--- src/rtl/core/tmpr_pkg.sv ---
`timescale 1ns / 1ps

package tmpr_pkg;

  // Field widths of one input item
  localparam int MODE_W = 2;
  localparam int MIDX_W = 14;
  localparam int TIDX_W = 15;
  localparam int VAL_W  = 8;
  localparam int DIR_W  = 2;
  localparam int SX_W   = 9;
  localparam int SY_W   = 8;

  // Field widths of one result item
  localparam int COLOR_W = 8;
  localparam int VCOL_W  = 8;
  localparam int VROW_W  = 7;

  // Packed stream widths, rounded up to whole bytes
  localparam int IN_DATA_W  = 56;
  localparam int OUT_DATA_W = 24;

  // Viewport origin registers (tile units, 8 bits each, held within the clamp limits)
  localparam int ORIGIN_W = 8;

  // Fixed-point shift of the reciprocal used to divide by the tile size
  localparam int RECIP_SH = 16;

  typedef enum logic [MODE_W-1:0] {
    MODE_WR_MAP  = 2'd0,
    MODE_WR_TILE = 2'd1,
    MODE_MOVE    = 2'd2,
    MODE_RENDER  = 2'd3
  } mode_e;

  typedef enum logic [DIR_W-1:0] {
    DIR_UP    = 2'd0,
    DIR_DOWN  = 2'd1,
    DIR_LEFT  = 2'd2,
    DIR_RIGHT = 2'd3
  } dir_e;

  // Controller to datapath step commands
  typedef struct packed {
    logic clear;     // clearing pass, one entry per cycle
    logic capture;   // input transfer, latch the item
    logic exec;      // writes, move, quotient estimates
    logic rem;       // quotient correction and remainders
    logic map_rd;    // map address and read
    logic tile_rd;   // tile address and read
    logic load_out;  // load the output register
  } dp_cmd_t;

  // Datapath to controller status
  typedef struct packed {
    logic  clear_last;
    mode_e mode;
    logic  out_free;
  } dp_status_t;

endpackage

--- src/rtl/core/tmpr_ctrl.sv ---
`timescale 1ns / 1ps

module tmpr_ctrl (
  input  logic                 clk_i,
  input  logic                 rst_ni,
  input  logic                 in_valid_i,
  output logic                 in_ready_o,
  input  tmpr_pkg::dp_status_t status_i,
  output tmpr_pkg::dp_cmd_t    cmd_o
);
  import tmpr_pkg::*;

  // ST_OUT: result pending, waiting for the output register
  typedef enum logic [6:0] {
    ST_CLEAR = 7'b0000001,
    ST_IDLE  = 7'b0000010,
    ST_EXEC  = 7'b0000100,
    ST_REM   = 7'b0001000,
    ST_MAP   = 7'b0010000,
    ST_TILE  = 7'b0100000,
    ST_OUT   = 7'b1000000
  } state_e;

  state_e state_q, state_d;

  // Next state and command decode
  always_comb begin
    state_d    = state_q;
    cmd_o      = '0;
    in_ready_o = 1'b0;
    unique case (state_q)
      ST_CLEAR: begin
        cmd_o.clear = 1'b1;
        if (status_i.clear_last) begin
          state_d = ST_IDLE;
        end
      end
      ST_IDLE: begin
        in_ready_o    = 1'b1;
        cmd_o.capture = in_valid_i;
        if (in_valid_i) begin
          state_d = ST_EXEC;
        end
      end
      ST_EXEC: begin
        cmd_o.exec = 1'b1;
        unique case (status_i.mode)
          MODE_WR_MAP, MODE_WR_TILE: state_d = ST_IDLE;
          MODE_MOVE:                 state_d = ST_OUT;
          MODE_RENDER:               state_d = ST_REM;
          default:                   state_d = ST_IDLE;
        endcase
      end
      ST_REM: begin
        cmd_o.rem = 1'b1;
        state_d   = ST_MAP;
      end
      ST_MAP: begin
        cmd_o.map_rd = 1'b1;
        state_d      = ST_TILE;
      end
      ST_TILE: begin
        cmd_o.tile_rd = 1'b1;
        state_d       = ST_OUT;
      end
      ST_OUT: begin
        if (status_i.out_free) begin
          cmd_o.load_out = 1'b1;
          state_d        = ST_IDLE;
        end
      end
      default: begin
        state_d = ST_IDLE;
      end
    endcase
  end

  // State register
  always_ff @(posedge clk_i or negedge rst_ni) begin
    if (!rst_ni) begin
      state_q <= ST_CLEAR;
    end else begin
      state_q <= state_d;
    end
  end

  // An accepted item always goes to execution next
  a_accept_exec: assert property (@(posedge clk_i) disable iff (!rst_ni)
    (in_ready_o && in_valid_i) |=> (state_q == ST_EXEC))
    else $error("accepted item did not enter execution");

  // A render runs on to the remainder step
  a_render_path: assert property (@(posedge clk_i) disable iff (!rst_ni)
    (cmd_o.exec && status_i.mode == MODE_RENDER) |=> (state_q == ST_REM))
    else $error("render did not proceed to remainder step");

  // Result load only into a free output register
  a_load_free: assert property (@(posedge clk_i) disable iff (!rst_ni)
    cmd_o.load_out |-> (status_i.out_free && !in_ready_o))
    else $error("result loaded while output register busy");

endmodule

--- config.mk ---
export PLATFORM = sky130hd
export DESIGN_NAME = tmpr_ctrl
export DESIGN_NICKNAME = d
export VERILOG_FILES = /design/src/rtl/core/tmpr_pkg.sv /design/src/rtl/core/tmpr_ctrl.sv
export SDC_FILE = /design/constraint.sdc
export NUM_CORES = 1
export LEC_CHECK = 0
export ABC_AREA = 1
export BUFFER_PORTS_ARGS = -buffer_cell sky130_fd_sc_hd__clkbuf_2
export CORE_AREA = 2 2 39 41
export DETAILED_ROUTE_END_ITERATION = 7
export DIE_AREA = 0 0 41 43
export SLEW_MARGIN = 0
export SYNTH_ARGS = -nofsm -noshare
export SYNTH_HDL_FRONTEND = slang
export SYNTH_SLANG_ARGS = --single-unit
--- constraint.sdc ---
create_clock -name clk_i -period 1.55 [get_ports clk_i]
set_input_delay 0.31 -clock clk_i [delete_from_list [all_inputs] [get_ports clk_i]]
set_output_delay 0.31 -clock clk_i [all_outputs]
set_load 0.02 [all_outputs]
=== After elaboration in Yosys (flattened, before gate mapping) ===
Cells that the tools add are included.

* Bits in read-only memories: 0
* Bits in latches: 0
* Output and inout port bits: 8
* Flip-flop bits (word level): 7
* Bits of input ports: 7
* Bits in writable memories: 0
* Memories kept: 0

* Multiplexer cells: 14
* Bitwise operators: 0
* Div/mod/pow operators: 0
* Multiply operators: 0
* $lt $le $gt $ge: 0
* Eq/ne operators: 13
* Reductions and logical operators: 3
* Shift operators: 0
* Add/sub/neg operators: 0

{| class="wikitable"
|+ Operators by type and width
! kind !! count
|-
| $pmux 7 s7 || 1
|-
| $mux 7 || 3
|-
| $pmux 7 s3 || 1
|-
| $mux 1 || 9
|-
| $eq 7x1->1 const B || 1
|-
| $eq 7x2->1 const B || 1
|-
| $eq 7x3->1 const B || 1
|-
| $eq 7x4->1 const B || 1
|-
| $eq 7x5->1 const B || 1
|-
| $eq 7x6->1 const B || 1
|-
| $eq 7x7->1 const B || 1
|-
| $ne 2x2->1 const B || 3
|-
| $eq 2x2->1 const B || 2
|-
| $reduce_and 3->1 || 1
|-
| $eq 2x1->1 const B || 1
|-
| $logic_not 2->1 || 1
|-
| $reduce_or 2->1 || 1
|}

=== Logic depth before layout (Yosys ltp) ===
Gate-level depths: netlist (run 1).

* Word-level depth: 4
* Gate-level depth with buffers: 9

=== Worst setup path after synthesis (run 1) ===
No wires, ideal clock.

* Kind: reg2out
* Start: register state_q[1]
* End: output port cmd_o[0] (netlist name)
* Data required time: 1240 ps
* Data arrival time: 1162 ps
* Setup slack: 78 ps
* Cell stages (with the launch flop): 4
* Path buffers: 0
* Cells stage by stage: dfrtp_1 nor2_4 nand2_2 nor3b_1

{| class="wikitable"
|+ RTL lines
! item !! RTL line !! RTL
|-
| start, declared || tmpr_ctrl.sv:24 || <nowiki>state_e state_q, state_d;</nowiki>
|-
| start signal, assigned || tmpr_ctrl.sv:83 || <nowiki>state_q <= state_d;</nowiki>
|-
| end, declared || tmpr_ctrl.sv:9 || <nowiki>output tmpr_pkg::dp_cmd_t cmd_o</nowiki>
|}

==> impl_metrics.py, run 1 <==
metrics = {
    "floorplanning": {
        "initial_core_util": 0.372,
        "pin_count": 15,
        "coreArea_mm2": 0.00138,
        "chipWidth_um": 41,
        "rows": 14,
        "dieArea_mm2": 0.00176,
        "die_y_um": 43,
    },
    "clocking": {
        "path_clk_slew_ns": 0.05,
        "cts_buffers": 3,
        "clk-insertion-delay-late_ns": 0.25,
        "clockRootBuffer": "clkbuf_4",
        "cts_max_level": 1,
        "cts_num_sinks": 7,
        "cts_tree": "done",
        "clock_path_buffers": 2,
    },
    "finish": {
        "largest_reg_flops": 7,
        "num_antenna_cells": 0,
        "final_cell_area_um2": 793,
        "top_regs": "state_q (7)",
        "nNetsFinal": 96,
        "drive_gt1_frac": 0.625,
        "largest-register": "state_q",
        "fill_cells": 128,
        "final_cells": 104,
        "areaGrowthSynthToFinish_pct": 54.3,
    },
    "worst_setup_path": {
        "ff2ff_setup_slack_ns": 0.17,
        "r2r-end": "state_q[1]$_DFFE_PN0P_",
        "rr_worst_depth": 10,
        "path_class": "reg2out",
        "required_ns": 1.24,
        "critPathArrivalTime_ns": 1.29,
        "path_max_fanout": 5,
        "r2r_start": "state_q[4]$_DFFE_PN0P_",
        "cp-start-kind": "register",
        "end_kind": "primary output",
    },
    "timing": {
        "setup_viol": 5,
        "hold_viol_final": 0,
        "max_freq_ghz": 0.623,
        "skew_ns": 0.000533,
        "setup_tns_ns": -0.188,
        "setup_ws_ns": -0.0545,
        "rsz0062_at_grt": "true",
        "final.period_utilization": 1.04,
        "maxSlewHeadroom": 0.844,
        "maxSlewViolCount": 0,
        "max_slew.worst_pin.slew_ns": 0.232,
        "period_needed_ns": 1.60,
    },
    "detailed_routing": {
        "route.detailed.drc": 0,
        "vias": 464,
        "drtPass1Iterations": 4,
        "vias_per_cell": 4.46,
        "totalWireLength_um": 1070,
        "drt_iter0_drc": 4,
        "antenna_left": 0,
        "wire_per_inst_um": 10.2,
    },
    "min_path": {
        "min_delay_worst_endpoint": "state_q[3]$_DFFE_PN0P_",
        "min_path_type": "in2reg",
        "holdPathStages": 3,
        "hold_start": "status_i[1]",
    },
    "global_routing": {
        "grt_pass1_wl_um": 1900,
        "grtUsageTotal": 0.163,
        "antenna_found_initial": 0,
        "grt_overflow": 0,
        "grt_max_degree": 8,
        "grt_pass1_vias": 463,
    },
    "power_and_ir_drop": {
        "p_per_area_mw_per_mm2": 1310,
        "internal_power_uw": 583,
        "p_comb_frac": 0.601,
        "power.share.clock": 0.158,
        "switching_share": 0.441,
        "ir_drop_mv": 0.973,
        "seq_power_share": 0.241,
        "total_leakage_power_uw": 0.000399,
        "power.switching_uw": 460,
    },
    "synthesis": {
        "synth_top_area_share": 0.292,
        "synth_edf_count": 0,
        "synth_nets": 71,
        "synth_cells": 64,
        "synth_async_sr_flop_share": 1.00,
        "synth_common_cells": "inv_1, nand2_1, dfrtp_1, nor2_2, nor2_4",
        "synth.most_common_cell": "inv_1",
        "syn_area_um2": 514,
        "yosysTopAreaCell": "dfrtp_1",
        "ys.warnings.count": 0,
        "syn_area_per_cell_um2": 8.04,
        "synthFlopType": "dfrtp_1",
        "synth_cell_types": 19,
        "yosysSeqAreaShare": 0.343,
        "synth_area_leaders": "dfrtp_1, nor2_4, inv_1",
        "synth_seq_cells": 7,
    },
    "run_status": {
        "violations": "setup timing",
        "status": "complete, but fails checks",
    },
    "flow_run": {
        "cap_violations": 0,
    },
    "placement": {
        "io_buffers": 14,
        "place_area_um2": 604,
        "dpl.hpwl_um": 767,
        "routabilityCongestion": 0.745,
        "placed_cells": 94,
    },
}
## routing by layer
metal,track usage,routed length [um],vias up,share of wire
li1,-,-,242,-
met1,0.199,477,209,0.45
met2,0.234,526,11,0.49
met3,0.0419,47,2,0.044
met4,0.120,13,0,0.012
met5,0,0,-,0
## critical path: stages (launching register included)
cell and delay, ns:
dfrtp_1 0.42, nor2_4 0.16, nand2_4 0.09, buf_4 0.15, nor2_4 0.10, buf_8 0.12
## stage by stage
step	hold slack [ns]	power (uW)	setup slack, ns	utilization
3_5_place_dp	0.157	659	0.154	0.437
6_report	0.291	1040	-0.0545	0.573
4_1_cts	0.290	1010	-0.0775	0.557
5_1_grt	0.312	1110	-0.122	0.573
3_3_place_gp	0.154	657	0.127	0.437
2_1_floorplan	0.0144	575	0.0775	-
## power by group through the flow
| stage | clock network [uW] | registers [uW] | logic (uW) |
|---|---|---|---|
| floorplan | 0 | 245 | 330 |
| global placement | 0 | 250 | 407 |
| detailed placement | 0 | 250 | 408 |
| CTS | 167 | 251 | 595 |
| global route | 178 | 256 | 679 |
| finish | 164 | 252 | 627 |
## how the worst max path moves through the flow
| stage | startpoint | end | slack [ns] | depth (start not counted) |
|---|---|---|---|---|
| 2_1_floorplan | state_q[1]$_DFFE_PN0P_ | cmd_o[0] | 0.08 | 3 |
| 3_3_place_gp | state_q[0]$_DFFE_PN1P_ | cmd_o[6] | 0.13 | 5 |
| 3_5_place_dp | state_q[4]$_DFFE_PN0P_ | cmd_o[5] | 0.15 | 6 |
| 4_1_cts | state_q[4]$_DFFE_PN0P_ | cmd_o[5] | -0.08 | 6 |
| 5_1_grt | state_q[4]$_DFFE_PN0P_ | cmd_o[4] | -0.12 | 5 |
| 6_report | state_q[4]$_DFFE_PN0P_ | cmd_o[4] | -0.05 | 5 |
## layout make-up
cell class,instances,area [um2],share of cell area
well taps,16,20.0,0.0252
repair buffers,20,183,0.230
inverters,15,58.8,0.0741
flip-flops and latches,7,178,0.224
clock buffers,4,26.3,0.0331
multi-input cells,42,328,0.413
## cells by family (layout without fill, tap and decap cells)
kind of cell / count (synthesis) / in the layout / synth area share
and+or+nand+nor: 42 / 42 / 0.543
buffers and inverters: 15 / 39 / 0.114
DFF: 7 / 7 / 0.343
## cell usage in the layout, fill, tap and decap left out
cell	count
nor3_2	1
buf_4	6
buf_6	1
nand4_1	1
nand3b_1	1
nor4_1	1
clkbuf_4	3
clkbuf_2	6
nand2_4	4
nand3_2	2
nor3_4	1
nor2_4	9
dfstp_2	1
inv_4	1
clkbuf_1	1
nand3_1	2
dfrtp_1	5
nor3_1	1
nor3b_2	1
inv_1	10
nor2_2	4
dlygate4sd3_1	1
nor2_1	4
inv_2	4
nand2_2	4
nand2_1	6
clkbuf_8	3
buf_8	3
dfrtp_2	1
## timing repair
action | 4_1_cts | 5_1_grt
hold endpoints to repair | 6 | 0
resized for setup | 28 | 8
endpoints found under the setup margin | 7 | 8
hold buffers | 1 | 0
pin swaps | 6 | 6
buffers inserted | 4 | 1
Note: power is estimated with default switching activity, not from simulation.
==> inputs of run 2 (changes only) <==
--- a/config.mk
+++ b/config.mk
@@ -7,9 +7,9 @@
 export LEC_CHECK = 0
 export ABC_AREA = 1
 export BUFFER_PORTS_ARGS = -buffer_cell sky130_fd_sc_hd__clkbuf_2
-export CORE_AREA = 2 2 39 41
+export CORE_MARGIN = 2
+export CORE_UTILIZATION = 25
 export DETAILED_ROUTE_END_ITERATION = 7
-export DIE_AREA = 0 0 41 43
 export SLEW_MARGIN = 0
 export SYNTH_ARGS = -nofsm -noshare
 export SYNTH_HDL_FRONTEND = slang
==> run 2 against run 1 <==
Net effect:
- the run still ends with setup timing left
- first-iteration DRC count unchanged
- combinational power increased by 17%
- non-clock buffer count rose by 8
- largest cell class unchanged
- largest power group unchanged
==> impl_metrics.py, run 2 (same netlist as run 1, synthesis figures left out) <==
metrics = {
    "run_status": {
        "status": "complete, but fails checks",
        "violations": "setup timing",
    },
    "global_routing": {
        "grtUsageTotal": 0.109,
        "grt_pass1_vias": 477,
        "grt_overflow": 0,
        "grt_max_degree": 8,
        "grt_pass1_wl_um": 1990,
        "antenna_found_initial": 0,
    },
    "placement": {
        "dp_slack_ns": 0.144,
        "dpl.hpwl_um": 834,
        "routabilityCongestion": 0.717,
        "io_buffers": 14,
        "placed_cells": 105,
    },
    "detailed_routing": {
        "vias_per_cell": 4.04,
        "wire_per_inst_um": 10.6,
        "antenna_left": 0,
        "vias": 497,
        "drtPass1Iterations": 4,
        "route.detailed.drc": 0,
        "drt_iter0_drc": 4,
        "totalWireLength_um": 1300,
    },
    "timing": {
        "max_freq_ghz": 0.623,
        "maxSlewViolCount": 0,
        "skew_ns": 0.000523,
        "max_slew.worst_pin.slew_ns": 0.288,
        "rsz0062_at_grt": "true",
        "setup_viol": 5,
        "setup_ws_ns": -0.0542,
        "hold_viol_final": 0,
        "period_needed_ns": 1.60,
        "final.period_utilization": 1.03,
        "maxSlewHeadroom": 0.806,
    },
    "power_and_ir_drop": {
        "power.share.clock": 0.141,
        "internal_power_uw": 658,
        "total_leakage_power_uw": 0.000434,
        "power.switching_uw": 488,
        "p_per_area_mw_per_mm2": 1320,
        "ir_drop_mv": 0.799,
        "seq_power_share": 0.222,
        "switching_share": 0.426,
        "p_comb_frac": 0.638,
    },
    "floorplanning": {
        "rows": 16,
        "chipWidth_um": 49.4,
        "die_y_um": 49.4,
        "pin_count": 15,
        "initial_core_util": 0.265,
        "coreArea_mm2": 0.00194,
        "dieArea_mm2": 0.00244,
    },
    "clocking": {
        "clk-insertion-delay-late_ns": 0.25,
        "clockRootBuffer": "clkbuf_4",
        "cts_num_sinks": 7,
        "path_clk_slew_ns": 0.05,
        "clock_path_buffers": 2,
        "cts_buffers": 3,
        "cts_tree": "done",
        "cts_max_level": 1,
    },
    "min_path": {
        "hold_start": "status_i[1]",
        "min_delay_worst_endpoint": "state_q[3]$_DFFE_PN0P_",
        "min_path_type": "in2reg",
        "holdPathStages": 3,
    },
    "worst_setup_path": {
        "critPathArrivalTime_ns": 1.29,
        "r2r-end": "state_q[1]$_DFFE_PN0P_",
        "cp-start-kind": "register",
        "path_class": "reg2out",
        "ff2ff_setup_slack_ns": 0.11,
        "r2r_start": "state_q[4]$_DFFE_PN0P_",
        "required_ns": 1.24,
        "end_kind": "primary output",
        "path_max_fanout": 5,
        "rr_worst_depth": 10,
    },
    "finish": {
        "final_cell_mix": "buf_4, inv_1, nor2_4",
        "nNetsFinal": 104,
        "fill_cells": 200,
        "final_cells": 123,
        "seq_area_um2": 178,
        "multi_input_area_um2": 328,
        "largest_reg_flops": 7,
        "top_regs": "state_q (7)",
        "layout_commonest_cell": "buf_4",
        "largest-register": "state_q",
        "drive_gt1_frac": 0.688,
        "num_antenna_cells": 0,
        "areaGrowthSynthToFinish_pct": 68.9,
    },
    "flow_run": {
        "cap_violations": 0,
    },
}
==> run 2: changes by cell type in the layout (fill, tap and decap cells not counted), sizes merged <==
cell | previous run | this run
clkbuf | 13 | 12
buf | 10 | 19
==> run 2: critical path: stages, from the launching register on <==
cell and delay (ns):
dfrtp_1 0.42, nor2_4 0.16, nand2_4 0.10, buf_6 0.13
nor2_4 0.12, buf_8 0.12
==> run 2: timing repair <==
item | 4_1_cts | 5_1_grt
setup buffers | 5 | 8
resized for setup | 25 | 15
setup endpoints to repair | 7 | 8
pin swaps | 10 | 10
hold buffers | 1 | 0
hold endpoints to repair | 6 | 0
==> run 2: cell type report <==
class,count,share of cell area
multi-input combinational,42,0.378
timing repair buffer,28,0.281
sequential,7,0.205
inverter,15,0.0677
tap,27,0.0389
clock buffer,4,0.0303
==> run 2: worst max-delay path by stage <==
| stage | from | to | cells past startpoint |
|---|---|---|---|
| detailed placement | state_q[0]$_DFFE_PN1P_ | cmd_o[6] | 5 |
| CTS | state_q[6]$_DFFE_PN0P_ | cmd_o[5] | 6 |
| finish | state_q[4]$_DFFE_PN0P_ | cmd_o[4] | 5 |
| global route | state_q[4]$_DFFE_PN0P_ | cmd_o[5] | 6 |
| global placement | state_q[0]$_DFFE_PN1P_ | cmd_o[6] | 5 |
| floorplan | state_q[1]$_DFFE_PN0P_ | cmd_o[0] | 3 |
==> run 2: power by group through the flow <==
| stage | sequential, uW | combinational [uW] | clock (uW) |
|---|---|---|---|
| 2_1_floorplan | 245 | 330 | 0 |
| 3_3_place_gp | 249 | 407 | 0 |
| 3_5_place_dp | 250 | 413 | 0 |
| 4_1_cts | 251 | 591 | 166 |
| 5_1_grt | 257 | 784 | 183 |
| 6_report | 254 | 731 | 161 |
==> run 2: through the flow <==
stage	hold WS, ns	cell area [um2]	utilization	setup TNS (ns)	total power (uW)
2_1_floorplan	0.0144	514	-	0	575
3_3_place_gp	0.154	618	0.318	0	656
3_5_place_dp	0.156	618	0.318	0	663
4_1_cts	0.295	781	0.402	-0.241	1010
5_1_grt	0.308	868	0.447	-0.641	1220
6_report	0.305	868	0.447	-0.175	1150
==> run 2: routing by layer <==
layer	GRT usage	share of wire	vias up
li1	-	-	256
met1	0.140	0.43	220
met2	0.164	0.48	17
met3	0.0215	0.062	4
met4	0.0714	0.026	0
met5	0	0	-
